[config.mk]
export PLATFORM = sky130hd
export DESIGN_NAME = info_frame_stuffing_transmitter_core
export DESIGN_NICKNAME = d
export VERILOG_FILES = /design/src/ifst_pkg.sv /design/src/ifst_queue.sv /design/src/ifst_front.sv /design/src/ifst_back.sv /design/src/info_frame_stuffing_transmitter_core.sv
export SDC_FILE = /design/constraint.sdc
export NUM_CORES = 1
export LEC_CHECK = 0
export BUFFER_PORTS_ARGS = -buffer_cell sky130_fd_sc_hd__buf_2
export CAP_MARGIN = 25
export CORE_MARGIN = 10
export CORE_UTILIZATION = 55
export CTS_BUF_LIST = sky130_fd_sc_hd__clkbuf_2
export DETAILED_ROUTE_END_ITERATION = 10
export GPL_ROUTABILITY_DRIVEN = 1
export MAX_ROUTING_LAYER = met4
export PLACE_DENSITY = 0.74
export SLEW_MARGIN = 0
export SYNTH_ARGS = -nofsm -noshare
export SYNTH_HDL_FRONTEND = slang
export SYNTH_SLANG_ARGS = --single-unit
export TNS_END_PERCENT = 5
[constraint.sdc]
create_clock -name clk -period 3.9 [get_ports clk]
set_input_delay 0.78 -clock clk [delete_from_list [all_inputs] [get_ports clk]]
set_output_delay 0.78 -clock clk [all_outputs]
set_load 0.05 [all_outputs]
[src/ifst_pkg.sv]
package ifst_pkg;

	localparam logic [7:0] FLAG_BYTE     = 8'h7E;
	localparam logic [7:0] ESC_BYTE      = 8'h7D;
	localparam logic [7:0] ESC_MASK      = 8'h20;
	localparam logic [7:0] ADDRESS_RESET = 8'h03;
	localparam int         CTRL_SHIFT    = 6;

	typedef struct packed {
		logic [7:0] data_byte;
		logic       last_of_frame;
	} in_item_t;

	typedef struct packed {
		logic [7:0] line_byte;
		logic       run_last;
		logic       frame_end;
	} out_item_t;

	typedef struct packed {
		logic       hdr;
		logic [7:0] addr;
		logic       seq;
		logic [7:0] data;
		logic       last;
		logic [7:0] parity;
	} job_t;

	typedef enum logic [3:0] {
		PH_FLAG_OPEN,
		PH_ADDR,
		PH_CTRL,
		PH_CHECK,
		PH_DATA,
		PH_DATA_ESC,
		PH_PAR,
		PH_PAR_ESC,
		PH_FLAG_CLOSE
	} phase_t;

	function automatic logic needs_esc(input logic [7:0] b);
		return (b == FLAG_BYTE) || (b == ESC_BYTE);
	endfunction

	function automatic logic [7:0] ctrl_byte(input logic seq);
		return 8'(seq) << CTRL_SHIFT;
	endfunction

endpackage

[src/ifst_queue.sv]
module ifst_queue #(
	parameter int DEPTH = 2
) (
	input  logic           clk,
	input  logic           arst_n,
	input  logic           push,
	input  ifst_pkg::job_t push_data,
	output logic           full,
	input  logic           pop,
	output ifst_pkg::job_t pop_data,
	output logic           not_empty
);

	localparam int PW = (DEPTH > 1) ? $clog2(DEPTH) : 1;
	localparam int CW = $clog2(DEPTH + 1);
	localparam logic [PW-1:0] LAST_PTR = PW'(DEPTH - 1);
	localparam logic [CW-1:0] FULL_CNT = CW'(DEPTH);

	ifst_pkg::job_t mem_q [DEPTH];
	logic [PW-1:0]  wr_ptr_q;
	logic [PW-1:0]  rd_ptr_q;
	logic [CW-1:0]  count_q;

	assign full      = (count_q == FULL_CNT);
	assign not_empty = (count_q != '0);
	assign pop_data  = mem_q[rd_ptr_q];

	always_ff @(posedge clk) begin
		if (push) begin
			mem_q[wr_ptr_q] <= push_data;
		end
	end

	always_ff @(posedge clk or negedge arst_n) begin
		if (!arst_n) begin
			wr_ptr_q <= '0;
			rd_ptr_q <= '0;
			count_q  <= '0;
		end else begin
			if (push) begin
				wr_ptr_q <= (wr_ptr_q == LAST_PTR) ? '0 : wr_ptr_q + PW'(1);
			end
			if (pop) begin
				rd_ptr_q <= (rd_ptr_q == LAST_PTR) ? '0 : rd_ptr_q + PW'(1);
			end
			unique case ({push, pop})
				2'b10:   count_q <= count_q + CW'(1);
				2'b01:   count_q <= count_q - CW'(1);
				default: count_q <= count_q;
			endcase
		end
	end

endmodule

[src/ifst_front.sv]
module ifst_front (
	input  logic               clk,
	input  logic               arst_n,
	input  logic               cfg_valid,
	output logic               cfg_ready,
	input  logic [7:0]         cfg_data,
	input  logic               in_valid,
	output logic               in_ready,
	input  ifst_pkg::in_item_t in_data,
	input  logic               q_full,
	output logic               q_push,
	output ifst_pkg::job_t     q_job
);

	logic [7:0] address_q;
	logic       seq_q;
	logic [7:0] parity_q;
	logic       inside_q;
	logic [7:0] parity_cur;

	assign cfg_ready = 1'b1;
	assign in_ready  = !q_full;
	assign q_push    = in_valid && in_ready;

	assign parity_cur = inside_q ? parity_q : 8'h00;

	always_comb begin
		q_job.hdr    = !inside_q;
		q_job.addr   = address_q;
		q_job.seq    = seq_q;
		q_job.data   = in_data.data_byte;
		q_job.last   = in_data.last_of_frame;
		q_job.parity = parity_cur ^ in_data.data_byte;
	end

	always_ff @(posedge clk or negedge arst_n) begin
		if (!arst_n) begin
			address_q <= ifst_pkg::ADDRESS_RESET;
			seq_q     <= 1'b0;
			parity_q  <= '0;
			inside_q  <= 1'b0;
		end else begin
			if (cfg_valid && cfg_ready) begin
				address_q <= cfg_data;
			end
			if (q_push) begin
				if (!inside_q) begin
					seq_q <= !seq_q;
				end
				inside_q <= !in_data.last_of_frame;
				parity_q <= in_data.last_of_frame ? 8'h00 : q_job.parity;
			end
		end
	end

endmodule

[src/ifst_back.sv]
module ifst_back (
	input  logic                clk,
	input  logic                arst_n,
	input  logic                q_valid,
	input  ifst_pkg::job_t      q_job,
	output logic                q_pop,
	output logic                out_valid,
	input  logic                out_ready,
	output ifst_pkg::out_item_t out_data
);

	ifst_pkg::phase_t    phase_q;
	ifst_pkg::phase_t    nxt_phase;
	ifst_pkg::phase_t    start_phase;
	ifst_pkg::job_t      job_q;
	ifst_pkg::out_item_t out_q;
	logic                busy_q;
	logic                out_valid_q;
	logic                load;
	logic                done;
	logic [7:0]          byte_val;
	logic                fe_val;
	logic [7:0]          ctrl;

	assign load        = busy_q && (!out_valid_q || out_ready);
	assign q_pop       = q_valid && (!busy_q || (load && done));
	assign start_phase = q_job.hdr ? ifst_pkg::PH_FLAG_OPEN : ifst_pkg::PH_DATA;
	assign ctrl        = ifst_pkg::ctrl_byte(job_q.seq);

	always_comb begin
		nxt_phase = phase_q;
		done      = 1'b0;
		unique case (phase_q)
			ifst_pkg::PH_FLAG_OPEN: nxt_phase = ifst_pkg::PH_ADDR;
			ifst_pkg::PH_ADDR:      nxt_phase = ifst_pkg::PH_CTRL;
			ifst_pkg::PH_CTRL:      nxt_phase = ifst_pkg::PH_CHECK;
			ifst_pkg::PH_CHECK:     nxt_phase = ifst_pkg::PH_DATA;
			ifst_pkg::PH_DATA: begin
				if (ifst_pkg::needs_esc(job_q.data)) begin
					nxt_phase = ifst_pkg::PH_DATA_ESC;
				end else if (job_q.last) begin
					nxt_phase = ifst_pkg::PH_PAR;
				end else begin
					done = 1'b1;
				end
			end
			ifst_pkg::PH_DATA_ESC: begin
				if (job_q.last) begin
					nxt_phase = ifst_pkg::PH_PAR;
				end else begin
					done = 1'b1;
				end
			end
			ifst_pkg::PH_PAR: begin
				nxt_phase = ifst_pkg::needs_esc(job_q.parity) ? ifst_pkg::PH_PAR_ESC
				                                              : ifst_pkg::PH_FLAG_CLOSE;
			end
			ifst_pkg::PH_PAR_ESC:    nxt_phase = ifst_pkg::PH_FLAG_CLOSE;
			ifst_pkg::PH_FLAG_CLOSE: done = 1'b1;
			default:                 done = 1'b1;
		endcase
	end

	always_comb begin
		byte_val = ifst_pkg::FLAG_BYTE;
		fe_val   = 1'b0;
		unique case (phase_q)
			ifst_pkg::PH_FLAG_OPEN: byte_val = ifst_pkg::FLAG_BYTE;
			ifst_pkg::PH_ADDR:      byte_val = job_q.addr;
			ifst_pkg::PH_CTRL:      byte_val = ctrl;
			ifst_pkg::PH_CHECK:     byte_val = job_q.addr ^ ctrl;
			ifst_pkg::PH_DATA: begin
				byte_val = ifst_pkg::needs_esc(job_q.data) ? ifst_pkg::ESC_BYTE : job_q.data;
			end
			ifst_pkg::PH_DATA_ESC:  byte_val = job_q.data ^ ifst_pkg::ESC_MASK;
			ifst_pkg::PH_PAR: begin
				byte_val = ifst_pkg::needs_esc(job_q.parity) ? ifst_pkg::ESC_BYTE
				                                             : job_q.parity;
			end
			ifst_pkg::PH_PAR_ESC:   byte_val = job_q.parity ^ ifst_pkg::ESC_MASK;
			ifst_pkg::PH_FLAG_CLOSE: begin
				byte_val = ifst_pkg::FLAG_BYTE;
				fe_val   = 1'b1;
			end
			default: byte_val = ifst_pkg::FLAG_BYTE;
		endcase
	end

	always_ff @(posedge clk) begin
		if (q_pop) begin
			job_q <= q_job;
		end
		if (load) begin
			out_q.line_byte <= byte_val;
			out_q.run_last  <= done;
			out_q.frame_end <= fe_val;
		end
	end

	always_ff @(posedge clk or negedge arst_n) begin
		if (!arst_n) begin
			phase_q     <= ifst_pkg::PH_FLAG_OPEN;
			busy_q      <= 1'b0;
			out_valid_q <= 1'b0;
		end else begin
			if (q_pop) begin
				phase_q <= start_phase;
				busy_q  <= 1'b1;
			end else if (load && done) begin
				busy_q <= 1'b0;
			end else if (load) begin
				phase_q <= nxt_phase;
			end
			if (load) begin
				out_valid_q <= 1'b1;
			end else if (out_ready) begin
				out_valid_q <= 1'b0;
			end
		end
	end

	assign out_valid = out_valid_q;
	assign out_data  = out_q;

`ifndef ASSERT_OFF
	a_end_is_last: assert property (@(posedge clk) disable iff (!arst_n)
		out_valid_q && out_q.frame_end |-> out_q.run_last && out_q.line_byte == ifst_pkg::FLAG_BYTE)
		else $error("closing flag not marked as last byte of its item");

	a_hdr_order: assert property (@(posedge clk) disable iff (!arst_n)
		load && !q_pop && phase_q == ifst_pkg::PH_FLAG_OPEN |=> phase_q == ifst_pkg::PH_ADDR)
		else $error("header sequence broken");

	a_pop_nonempty: assert property (@(posedge clk) disable iff (!arst_n)
		q_pop |-> q_valid)
		else $error("pop from empty queue");

	a_esc_follows: assert property (@(posedge clk) disable iff (!arst_n)
		load && !done && byte_val == ifst_pkg::ESC_BYTE
		&& (phase_q == ifst_pkg::PH_DATA || phase_q == ifst_pkg::PH_PAR)
		|=> busy_q && (phase_q == ifst_pkg::PH_DATA_ESC || phase_q == ifst_pkg::PH_PAR_ESC))
		else $error("escape byte not followed by escaped value");
`endif

endmodule

[src/info_frame_stuffing_transmitter_core.sv]
// Information-frame transmitter: payload bytes in, stuffed line bytes out, one line
// byte per clock at most. The input side takes one byte per cycle while the job queue
// (QUEUE_DEPTH entries) has room; the output serializer then turns each byte into
// line bytes: a plain byte gives one, an escaped byte two, a frame start four more
// and a frame end two or three more (parity, possible escape, closing flag). The
// serializer sets the sustained rate. Address writes on the cfg channel are always
// accepted and apply from the next frame header.
module info_frame_stuffing_transmitter_core #(
	parameter int QUEUE_DEPTH = 2
) (
	input  logic                clk,
	input  logic                arst_n,
	input  logic                cfg_valid,
	output logic                cfg_ready,
	input  logic [7:0]          cfg_data,
	input  logic                in_valid,
	output logic                in_ready,
	input  ifst_pkg::in_item_t  in_data,
	output logic                out_valid,
	input  logic                out_ready,
	output ifst_pkg::out_item_t out_data
);

	logic           q_full;
	logic           q_push;
	logic           q_pop;
	logic           q_valid;
	ifst_pkg::job_t push_job;
	ifst_pkg::job_t pop_job;

	ifst_front u_front (
		.clk       (clk),
		.arst_n    (arst_n),
		.cfg_valid (cfg_valid),
		.cfg_ready (cfg_ready),
		.cfg_data  (cfg_data),
		.in_valid  (in_valid),
		.in_ready  (in_ready),
		.in_data   (in_data),
		.q_full    (q_full),
		.q_push    (q_push),
		.q_job     (push_job)
	);

	ifst_queue #(
		.DEPTH (QUEUE_DEPTH)
	) u_queue (
		.clk       (clk),
		.arst_n    (arst_n),
		.push      (q_push),
		.push_data (push_job),
		.full      (q_full),
		.pop       (q_pop),
		.pop_data  (pop_job),
		.not_empty (q_valid)
	);

	ifst_back u_back (
		.clk       (clk),
		.arst_n    (arst_n),
		.q_valid   (q_valid),
		.q_job     (pop_job),
		.q_pop     (q_pop),
		.out_valid (out_valid),
		.out_ready (out_ready),
		.out_data  (out_data)
	);

endmodule

==> qor.yml, run 1 <==
status:
  status: "finished, final reports clean"
floorplan:
  initial_core_util: 0.566
  die_w_um: 112
  pin_count: 35
  rows: 33
  core-area_mm2: 0.00826
  die-area_mm2: 0.0126
  die_h_um: 112
finish:
  synthToLayoutAreaGrowth_pct: 11.9
  drive_gt1_frac: 0.315
  fill_cells: 638
  fin_cells: 455
  fin_util: 0.633
  fin_nets: 359
logic_synthesis:
  yosysTopAreaCellShare: 0.578
  avgSynthCellArea_um2: 15.9
  ys_seq_area_frac: 0.729
  async_flop_share: 0.237
  synthCells: 293
  synth_seq_cells: 118
  synth_nets: 315
  synth_edf_count: 90
  ys_warn_count: 0
  yosysUniqueCellTypes: 47
  yosysTopAreaCell: "edfxtp_1"
  synthTopCellsByArea: "edfxtp_1, dfrtp_1, mux2_2"
  synth_ff_type: "edfxtp_1"
  netlist_area_mm2: 0.00467
critical_path:
  path_max_fanout: 31
  crit_chain: "nor3b_4, o31ai_2, o211a_4, nor2_4"
  cp-start-kind: "flop"
  endpoint_kind: "flop"
  crit_slowest_cell: "nor2_4"
  critPathRequiredTime_ns: 4.13
  r2r_start: "u_back.phase_q[2]$_DFFE_PN0P_"
  crit_start: "u_back.phase_q[2]$_DFFE_PN0P_"
  cp.arrival_ns: 2.83
  r2r_slack_ns: 1.30
  cp_slowest_stage_delay_ns: 0.67
  critPathKind: "reg2reg"
detailed_routing:
  drt_iter0_markers: 110
  vias: 2488
  finalWirelength_um: 8350
  drc: 0
  vias_per_cell: 5.47
  wl_per_cell_um: 18.4
  final_antenna_net_count: 0
  drtPass1Iterations: 4
global_route:
  overflow: 0
  track_usage: 0.142
  grt_first_pass_wirelength_um: 13700
  grt_pass1_vias: 2592
  antenna_found_initial: 1
  grt_max_degree: 32
cts:
  cts_resized: 0
  path_clk_slew_ns: 0.17
  cts_sinks: 118
  clockRootBuffer: "clkbuf_2"
  postCtsSetupRepairBufs: 0
  cts_buffers: 17
  cts_tree: "yes"
  clk-insertion-delay-late_ns: 0.60
  htreeDepth: 4
  hold_buffers: 0
  cts.path.max_buffers: 2
sta:
  worst_pin_slew_ns: 0.884
  skew_ns: 0.0286
  layout_setup_ws_ns: 1.30
  final-hold-violation-count: 0
  period_minus_slack_ns: 2.60
  setup-tns-final_ns: 0
  finalMaxSlewViolations: 0
  hold_ws_ns: 0.195
  slew_headroom: 0.405
  finalCritPeriodShare: 0.667
  setup_viol: 0
  rsz0062_at_grt: "false"
  max_freq_mhz: 385
placement:
  dp_hpwl_um: 5700
  place_congestion: 0.829
  placedCellCount: 423
  post-place-ws_ns: 1.32
  port_buffers: 33
hold_path:
  hold_class: "in2async"
flow_run:
  maxCapViolations: 0
power:
  powerDensity_mw_per_mm2: 828
  irDropWorstVdd_uv: 330
  leakage_nw: 1.92
-- final cells by class --
type                            instances  area, um2  area share
Sequential cell                       118       3410       0.651
Clock inverter                         11        158      0.0302
Tap cell                              105        131      0.0251
Inverter                                7       26.3     0.00503
Antenna cell                            1       2.50    0.000479
Timing Repair Buffer                   36        208      0.0397
Clock buffer                           20        100      0.0191
Multi-Input combinational cell        157       1200       0.229
-- final timing paths --
check,to,cells after the start
setup / recovery,u_back.job_q[18]$_DFFE_PP_,4
hold / removal,u_back.phase_q[0]$_DFFE_PN0P_,1
setup reg to reg,u_back.job_q[18]$_DFFE_PP_,4
hold reg to reg,u_queue.mem_q[1][23]$_DFFE_PP_,0
max in group asynchronous,u_front.address_q[5]$_DFFE_PN0P_,1
min in group clk,u_queue.mem_q[1][12]$_DFFE_PP_,1
-- cell usage after synthesis, drive strengths merged, types with 3 or more instances --
master   n
dfrtp   26
nand2b   5
inv      7
xor2     3
a222oi   3
a22oi    5
buf      3
o21ai    5
edfxtp  90
mux2    35
clkbuf   8
nand2   23
nor2    14
nor3     3
a22o     8
a21oi    4
xnor2   11
nand3   11
-- kinds of logic (layout without fill, tap and decap cells) --
| logic type | count (synthesis) | count (layout) | share of synthesized area |
|---|---|---|---|
| DFF | 118 | 118 | 0.729 |
| and+or+nand+nor | 68 | 68 | 0.0752 |
| AOI/OAI and AO/OA | 38 | 38 | 0.0669 |
| muxes | 36 | 36 | 0.0865 |
| buffers and inverters | 18 | 74 | 0.0155 |
| xor gates and xnor gates | 14 | 14 | 0.0262 |
| other | 1 | 2 | 0.000802 |
-- where the power goes --
group	leakage (nW)	total (W)	internal [W]	switching (W)
clock	0.156	0.000832	0.000418	0.000413
combinational	0.584	0.00134	0.000511	0.000829
sequential	1.18	0.00216	0.00191	0.000252
-- metrics by stage --
step           area, um2  power (W)
3_5_place_dp        4970    0.00354
6_report            5230    0.00433
5_1_grt             5230    0.00459
3_3_place_gp        4940    0.00348
4_1_cts             5230    0.00438
2_1_floorplan       4670    0.00314
-- placed cells by master (no fill, tap or decap), types with 3 or more instances in the layout --
| master | count |
|---|---|
| a22oi_1 | 5 |
| mux2_2 | 35 |
| inv_1 | 7 |
| nor3_1 | 3 |
| xor2_1 | 3 |
| nand2b_1 | 5 |
| edfxtp_1 | 90 |
| xnor2_1 | 11 |
| clkinv_1 | 3 |
| a222oi_1 | 3 |
| dfrtp_1 | 26 |
| nor2_1 | 12 |
| nand3_1 | 11 |
| bufinv_16 | 4 |
| buf_2 | 33 |
| nand2_1 | 23 |
| a22o_1 | 8 |
| o21ai_0 | 5 |
| a21oi_1 | 3 |
| clkbuf_2 | 20 |
-- critical path, delay by kind of cell (launching register included) --
family / cells / cell delay [ns]
DFF: 1 / 0.63
AOI/OAI and AO/OA: 2 / 0.49
and+or+nand+nor: 2 / 1.10
-- routing by layer --
metal,vias up,routed length [um],global-route usage
met3,2,350,0.0442
met5,-,0,-
met1,1227,3840,0.171
met4,0,51,0.0533
li1,1202,-,-
met2,57,4110,0.219
-- flip-flops by register name, indices dropped and copies added, names as in the netlist --
signal,cells
u_queue.count_q,2
u_back.phase_q,4
u_front.address_q,8
u_front.inside_q,1
u_front.parity_q,8
u_queue.rd_ptr_q,1
u_back.ctrl,1
u_back.out_data,10
u_queue.wr_ptr_q,1
u_front.seq_q,1
u_back.out_valid,1
u_back.busy_q,1
u_queue.mem_q,54
u_back.job_q,25
(Power assumes the default switching activity.)
==> inputs of run 2 (changes only) <==
- clock period: 3.9 -> 2.6 ns (I/O delays scaled with it)
==> run 2 against run 1 <==
Net effect: count of clock-buffer cells in the layout decreased by 2; critical path type is now reg2out; register-to-register slack worse by 0.65 ns; final cell count increased by 2.6%; total power rose by 53%; critical endpoint is now in_ready; largest power group unchanged; core utilization is 1.2 points higher; via count increased by 3.7%; global-route usage rose by 0.43 points; first-iteration DRC count up 43%; highest routed layer unchanged.
==> qor.yml, run 2 (synthesis gave the netlist of run 1 again) <==
status:
  status: "finished, final reports clean"
cts:
  postCtsSetupRepairBufs: 0  # unchanged
  htreeDepth: 4  # unchanged
  cts_buffers: 17  # unchanged
  cts_tree: "yes"
  cts_resized: 0  # unchanged
  clk-insertion-delay-late_ns: 0.63  # +0.03 ns
  clockRootBuffer: "clkbuf_2"
  path_clk_slew_ns: 0.18  # about the same
  cts_sinks: 118  # unchanged
  hold_buffers: 1  # +1
  cts.path.max_buffers: 2  # unchanged
power:
  p_sw_frac: 0.351  # +0.00581
  power_frac_comb: 0.326  # +0.016
  seqPwrFrac: 0.477  # -0.021
  powerDensity_mw_per_mm2: 1250  # +50%
  pwr-share-clk: 0.197  # +0.005
  irDropWorstVdd_uv: 458  # +39%
  power_switching_w: 0.00233  # +56%
  total_power_w: 0.00663  # +53%
  internal_power_w: 0.00431  # +52%
  leakage_nw: 1.97  # +2.6%
hold_path:
  hold_class: "in2reg"
finish:
  synthToLayoutAreaGrowth_pct: 14.0
  fin_cells: 467  # +2.6%
  layout_commonest_cell: "edfxtp_1"
  final_cell_mix: "edfxtp_1, mux2_2, buf_2"
  largest_reg_flops: 54  # unchanged
  fill_cells: 624  # -2.2%
  regMostFlops: "u_queue.mem_q"
  drive_gt1_frac: 0.330  # +0.0145
  fin_nets: 370  # +3.1%
floorplan:
  die_h_um: 112  # unchanged
  die-area_mm2: 0.0126  # unchanged
  rows: 33  # unchanged
  die_w_um: 112  # unchanged
  initial_core_util: 0.566  # unchanged
  pin_count: 35  # unchanged
  core-area_mm2: 0.00826  # unchanged
sta:
  final-hold-violation-count: 0  # unchanged
  finalMaxSlewViolations: 0  # unchanged
  setup_viol: 0  # unchanged
  finalCritPeriodShare: 0.813
  rsz0062_at_grt: "false"
  skew_ns: 0.0250  # -0.00358 ns
  setup-tns-final_ns: 0  # unchanged
  layout_setup_ws_ns: 0.486  # -0.813 ns
  worst_pin_slew_ns: 0.694  # -0.191 ns
  max_freq_mhz: 473
  period_minus_slack_ns: 2.11
  slew_headroom: 0.538  # +0.133
critical_path:
  r2r_slack_ns: 0.65  # -0.65 ns
  cp.arrival_ns: 1.59  # -1.24 ns
  crit_slowest_cell: "dfrtp_1"
  path_max_fanout: 6  # -81%
  cp-start-kind: "flop"
  endpoint_kind: "output pin"
  cp_slowest_stage_delay_ns: 0.47  # -0.20 ns
  critPathRequiredTime_ns: 2.08  # -2.05 ns
  crit_chain: "nand2b_1, buf_2"
  critPathKind: "reg2out"
global_route:
  antenna_found_initial: 1  # unchanged
  grt_max_degree: 32  # unchanged
  grt_first_pass_wirelength_um: 14000  # +2.7%
  overflow: 0  # unchanged
  track_usage: 0.146  # +0.00425
  grt_pass1_vias: 2699  # +4.1%
placement:
  place_congestion: 0.837  # +1.0%
  placedCellCount: 431  # +1.9%
  port_buffers: 33  # unchanged
  dp_hpwl_um: 5630  # -1.3%
  post-place-ws_ns: 0.687  # -0.637 ns
detailed_routing:
  finalWirelength_um: 8520  # +2.0%
  drtPass1Iterations: 4  # unchanged
  vias: 2581  # +3.7%
  final_antenna_net_count: 0  # unchanged
  wl_per_cell_um: 18.2  # -0.60%
  drc: 0  # unchanged
  vias_per_cell: 5.53  # +1.1%
  drt_iter0_markers: 157  # +43%
flow_run:
  maxCapViolations: 0  # unchanged
==> run 2: changes by cell type in the layout (fill, tap and decap cells not counted) <==
cell           before  now
inv_6               0    1
dlygate4sd3_1       0    3
clkinvlp_4          1    2
clkbuf_2           20   18
buf_12              0    1
buf_16              1    0
clkinv_4            1    2
buf_4               2   10
==> run 2: worst paths after layout <==
path | from | end | depth (start not counted)
worst max-delay path | u_queue.count_q[0]$_DFFE_PN0P_ | in_ready | 2
worst min-delay path | in_data[5] | u_queue.mem_q[0][13]$_DFFE_PP_ | 1
worst max register to register | u_back.phase_q[0]$_DFFE_PN0P_ | u_back.phase_q[0]$_DFFE_PN0P_ | 6
worst min register to register | u_front.address_q[5]$_DFFE_PN0P_ | u_queue.mem_q[0][23]$_DFFE_PP_ | 0
max in group asynchronous | arst_n | u_front.parity_q[1]$_DFFE_PN0P_ | 2
min in group asynchronous | arst_n | u_front.address_q[4]$_DFFE_PN0P_ | 2
==> run 2: metrics by stage <==
step,util,area (um2),hold WS (ns)
finish,0.645,5330,0.0842
global route,0.645,5330,0.000854
CTS,0.642,5300,0.0355
detailed placement,0.608,5020,0.457
global placement,0.608,5020,0.447
floorplan,-,4680,0.224
==> run 2: final cells by class <==
| cell class | instances | area, um2 | share of cell area |
|---|---|---|---|
| clock inverters | 14 | 183 | 0.0343 |
| diodes | 1 | 2.50 | 0.000470 |
| well taps | 105 | 131 | 0.0247 |
| inverters | 7 | 26.3 | 0.00493 |
| multi-input cells | 157 | 1200 | 0.225 |
| clock buffers | 18 | 90.1 | 0.0169 |
| repair buffers | 47 | 290 | 0.0545 |
| flip-flops and latches | 118 | 3410 | 0.639 |
==> run 2: critical path: cells and delay by family (launching register included) <==
| family | cells | cell delay (ns) |
|---|---|---|
| simple gates | 1 | 0.20 |
| buf+inv | 1 | 0.29 |
| flops | 1 | 0.47 |
==> run 2: power groups by stage <==
| stage | Clock, W | Combinational (W) | Sequential (W) |
|---|---|---|---|
| 3_3_place_gp | 0 | 0.00215 | 0.00319 |
| 2_1_floorplan | 0 | 0.00132 | 0.00338 |
| 3_5_place_dp | 0 | 0.00218 | 0.00322 |
| 5_1_grt | 0.00143 | 0.00236 | 0.00323 |
| 4_1_cts | 0.00133 | 0.00219 | 0.00317 |
| 6_report | 0.00131 | 0.00216 | 0.00316 |
==> run 2: layer usage <==
layer  wire length [um]  track usage
met1               3850        0.174
met2               4100        0.220
met3                464       0.0485
met4                108       0.0677
met5                  0            -
